File: config.mk
export PLATFORM = sky130hd
export DESIGN_NAME = sacm_row_ram
export DESIGN_NICKNAME = d
export VERILOG_FILES = /design/src/design/sacm_row_ram.sv
export SDC_FILE = /design/constraint.sdc
export NUM_CORES = 2
export LEC_CHECK = 0
export BUFFER_PORTS_ARGS = -buffer_cell sky130_fd_sc_hd__buf_2
export CAP_MARGIN = 20
export CORE_AREA = 2 2 399 401
export CTS_CLUSTER_SIZE = 25
export DETAILED_ROUTE_END_ITERATION = 12
export DIE_AREA = 0 0 401 403
export PLACE_DENSITY = 0.68
export RECOVER_POWER = 25
export SYNTH_ARGS = -nofsm -noshare
export SYNTH_HDL_FRONTEND = slang
export SYNTH_SLANG_ARGS = --single-unit
File: constraint.sdc
create_clock -name clk -period 2.35 [get_ports clk]
set_input_delay 0.3525 -clock clk [delete_from_list [all_inputs] [get_ports clk]]
set_output_delay 0.3525 -clock clk [all_outputs]
set_load 0.1 [all_outputs]
File: src/design/sacm_row_ram.sv
// ----------------------------------------------------------------------------
// sacm_row_ram: set row memory
// One row per set, one write and one registered read per cycle.
// ----------------------------------------------------------------------------
`default_nettype none
module sacm_row_ram #(
	parameter int unsigned DEPTH = 256,
	parameter int unsigned WIDTH = 8
) (
	input  wire logic                            clk,
	input  wire logic                            rd_en,
	input  wire logic [$clog2(DEPTH > 1 ? DEPTH : 2)-1:0] rd_addr,
	output logic      [WIDTH-1:0]                rd_data,
	input  wire logic                            wr_en,
	input  wire logic [$clog2(DEPTH > 1 ? DEPTH : 2)-1:0] wr_addr,
	input  wire logic [WIDTH-1:0]                wr_data
);
	logic [WIDTH-1:0] mem [DEPTH];

	always_ff @(posedge clk) begin
		if (wr_en) begin
			mem[wr_addr] <= wr_data;
		end
	end

	always_ff @(posedge clk) begin
		if (rd_en) begin
			rd_data <= mem[rd_addr];
		end
	end
endmodule
`default_nettype wire

==> impl_metrics.tcl <==
set metrics [dict create \
    status "finished, violations left" \
    violations "capacitance limit, slew limit, setup timing" \
    clk_path_buf_depth 3 \
    fin_tns_setup_ps -150.4 \
    setup_viol 3 \
    die_w_um 401 \
    die_y_um 403 \
    yosys.area.top_type "edfxtp_1" \
    grt_max_degree 117 \
    hpwl_um 129800 \
    ant_nets 0 \
    yosysUniqueCellTypes 54 \
    setup_ws_ps -64.02 \
    synth_edf_count 2056 \
    clk_pin_slew_ps 60 \
    overflow 0 \
    grt_pass1_vias 41410 \
    io_buffers 34 \
    drv_cap 5 \
    ys_warn_count 0 \
    drive_above_1_share_pct 33.16 \
    wl_per_cell_um 30.04 \
    grt_setup_unrepaired "yes" \
    finalClockSkew_ps 44.18 \
    core_mm2 0.1575 \
    die_area_mm2 0.1616 \
    cts_tree "done" \
    leakage_nw 30.68 \
    rows 146 \
    critPathKind "reg2reg" \
    worstPathArrival_ps 3000 \
    syn_area_per_cell_um2 21.33 \
    syn_to_final_growth_pct 18.66 \
    path_max_fanout 1 \
    finalWeightedCongestion 0.8851 \
    grt_pass1_wl_um 289900 \
    cts_setup_buffers 0 \
    ir_drop_uv 820.4 \
    wl_um 201200 \
    stdcell_count 6696 \
    vias 41300 \
    synth_area_mm2 0.07964 \
    drt_first_pass_iters 6 \
    synth_top_area_share_pct 77.53 \
    via_per_inst 6.168 \
    nets 4477 \
    maxSlewViolCount 366 \
    finalCriticalPeriod_ps 2414 \
    p_per_area_mw_per_mm2 820.1 \
    synthFlopType "edfxtp_1" \
    synthCells 3733 \
    relSlewSlack_pct -60.45 \
    period_share_pct 102.7 \
    htree_num_levels 4 \
    cts-root-buf "clkbuf_16" \
    utilization_pct 60.01 \
    clock-sinks 2056 \
    grt_usage_pct 24.93 \
    clock.fmax_ghz 0.4142 \
    endpoint_kind "flop" \
    drc 0 \
    layout_common_cells "edfxtp_1, buf_4, mux4_2" \
    antenna_found_initial 12 \
    hold_class "in2reg" \
    async_flop_share_pct 0 \
    drt_first_iter_violations 5665 \
    worst_slew_pin_slew_ps 2407 \
    dp_cells 6314 \
    io_pins 35 \
    cts_made_buffers 199 \
    hold_viol_final 0 \
    synth_area_leaders "edfxtp_1, mux4_2, mux2i_1" \
    layout.cells.most_common "edfxtp_1" \
    ys_ff_latch 2056 \
    start_util_pct 50.57 \
    required_ps 2940 \
    clock_latency_ps 850 \
    ys_seq_area_share_pct 77.53 \
    syn_nets 3760 \
    power_mw 77.50 \
    cp-start-kind "flop" \
]
worst max-delay path: stages (launching register included):
cell      delay, ps
edfxtp_1        380
mux4_2          560
a22o_4          300
a221oi_2        170
buf_4           180
o32ai_4         120
nor3_4          330
nor4_2           90
path summary, 6_finish.rpt:
check                                          start  slack [ps]  cells after the start                    end
worst min-delay path                      wr_addr[1]         260                      4  mem[155][2]$_DFFE_PP_
worst min register to register  mem[41][3]$_DFFE_PP_        1240                      7   rd_data[3]$_DFFE_PP_
worst max register to register  mem[83][6]$_DFFE_PP_         -60                      7   rd_data[6]$_DFFE_PP_
worst max-delay path            mem[83][6]$_DFFE_PP_         -60                      7   rd_data[6]$_DFFE_PP_
logic make-up after synthesis:
family	Yosys count	share of synthesized area, %
muxes	591	14.60
buffers and inverters	235	1.829
AOI/OAI and AO/OA	385	3.416
and+or+nand+nor	466	2.625
DFF	2056	77.53
through the flow:
step           instance area (um2)  hold slack (ps)  worst slack [ps]
3_3_place_gp                 87520            693.3             -1233
4_1_cts                      94590            15.17            -50.24
6_report                     94490            259.7            -64.02
3_5_place_dp                 87520            694.9             -1219
5_1_grt                      94480            243.6            -114.0
2_1_floorplan                79730            451.4            -7.463
metal layers:
layer,track usage (%),wire (um),vias to the layer above
li1,-,-,17150
met2,39.36,96310,2138
met4,7.395,5854,8
met1,35.23,78650,21660
met5,0,49,-
met3,5.520,20300,345
state kept, by name, indices dropped and copies added, names as in the netlist:
signal / cells
mem: 2048
rd_data: 8
synthesized netlist by cell type, drive strengths merged, types with 4 or more instances:
master,count
buf,122
a221oi,14
nand3,34
nor2b,31
a211oi,16
a22oi,133
o221ai,47
o211ai,10
or2,4
o22ai,28
a21oi,96
edfxtp,2056
nor4,27
nand2b,8
o21ai,12
nor2,282
o32ai,5
nand4,10
a2111oi,5
o22a,5
mux2i,134
nor3,22
clkbuf,111
nand2,33
a22o,8
mux4,456
and2,6
where the power goes:
part	total (mW)	switching [mW]	internal (mW)	leakage, nW
clock	32.5	14.0	18.5	3.25
sequential	40.5	0.0809	40.5	18.5
combinational	4.45	2.69	1.76	8.94
total	77.5	16.7	60.8	30.7
timing repair:
item	in CTS	in global routing
hold endpoints to repair	184	0
resized for setup	48	18
pin swaps	15	10
endpoints found under the setup margin	13	10
hold buffers	7	0
area by class of cell:
class                   instances  area (um2)
multi-input cells            1442       16830
clock buffers                 239        5130
well taps                    2072        2592
repair buffers                749        6570
inverters                       2       7.507
diodes                          4       10.01
flip-flops and latches       2056       61740
fillers                     10960       62970
clock inverters               132        1610
(Power assumes the default switching activity.)
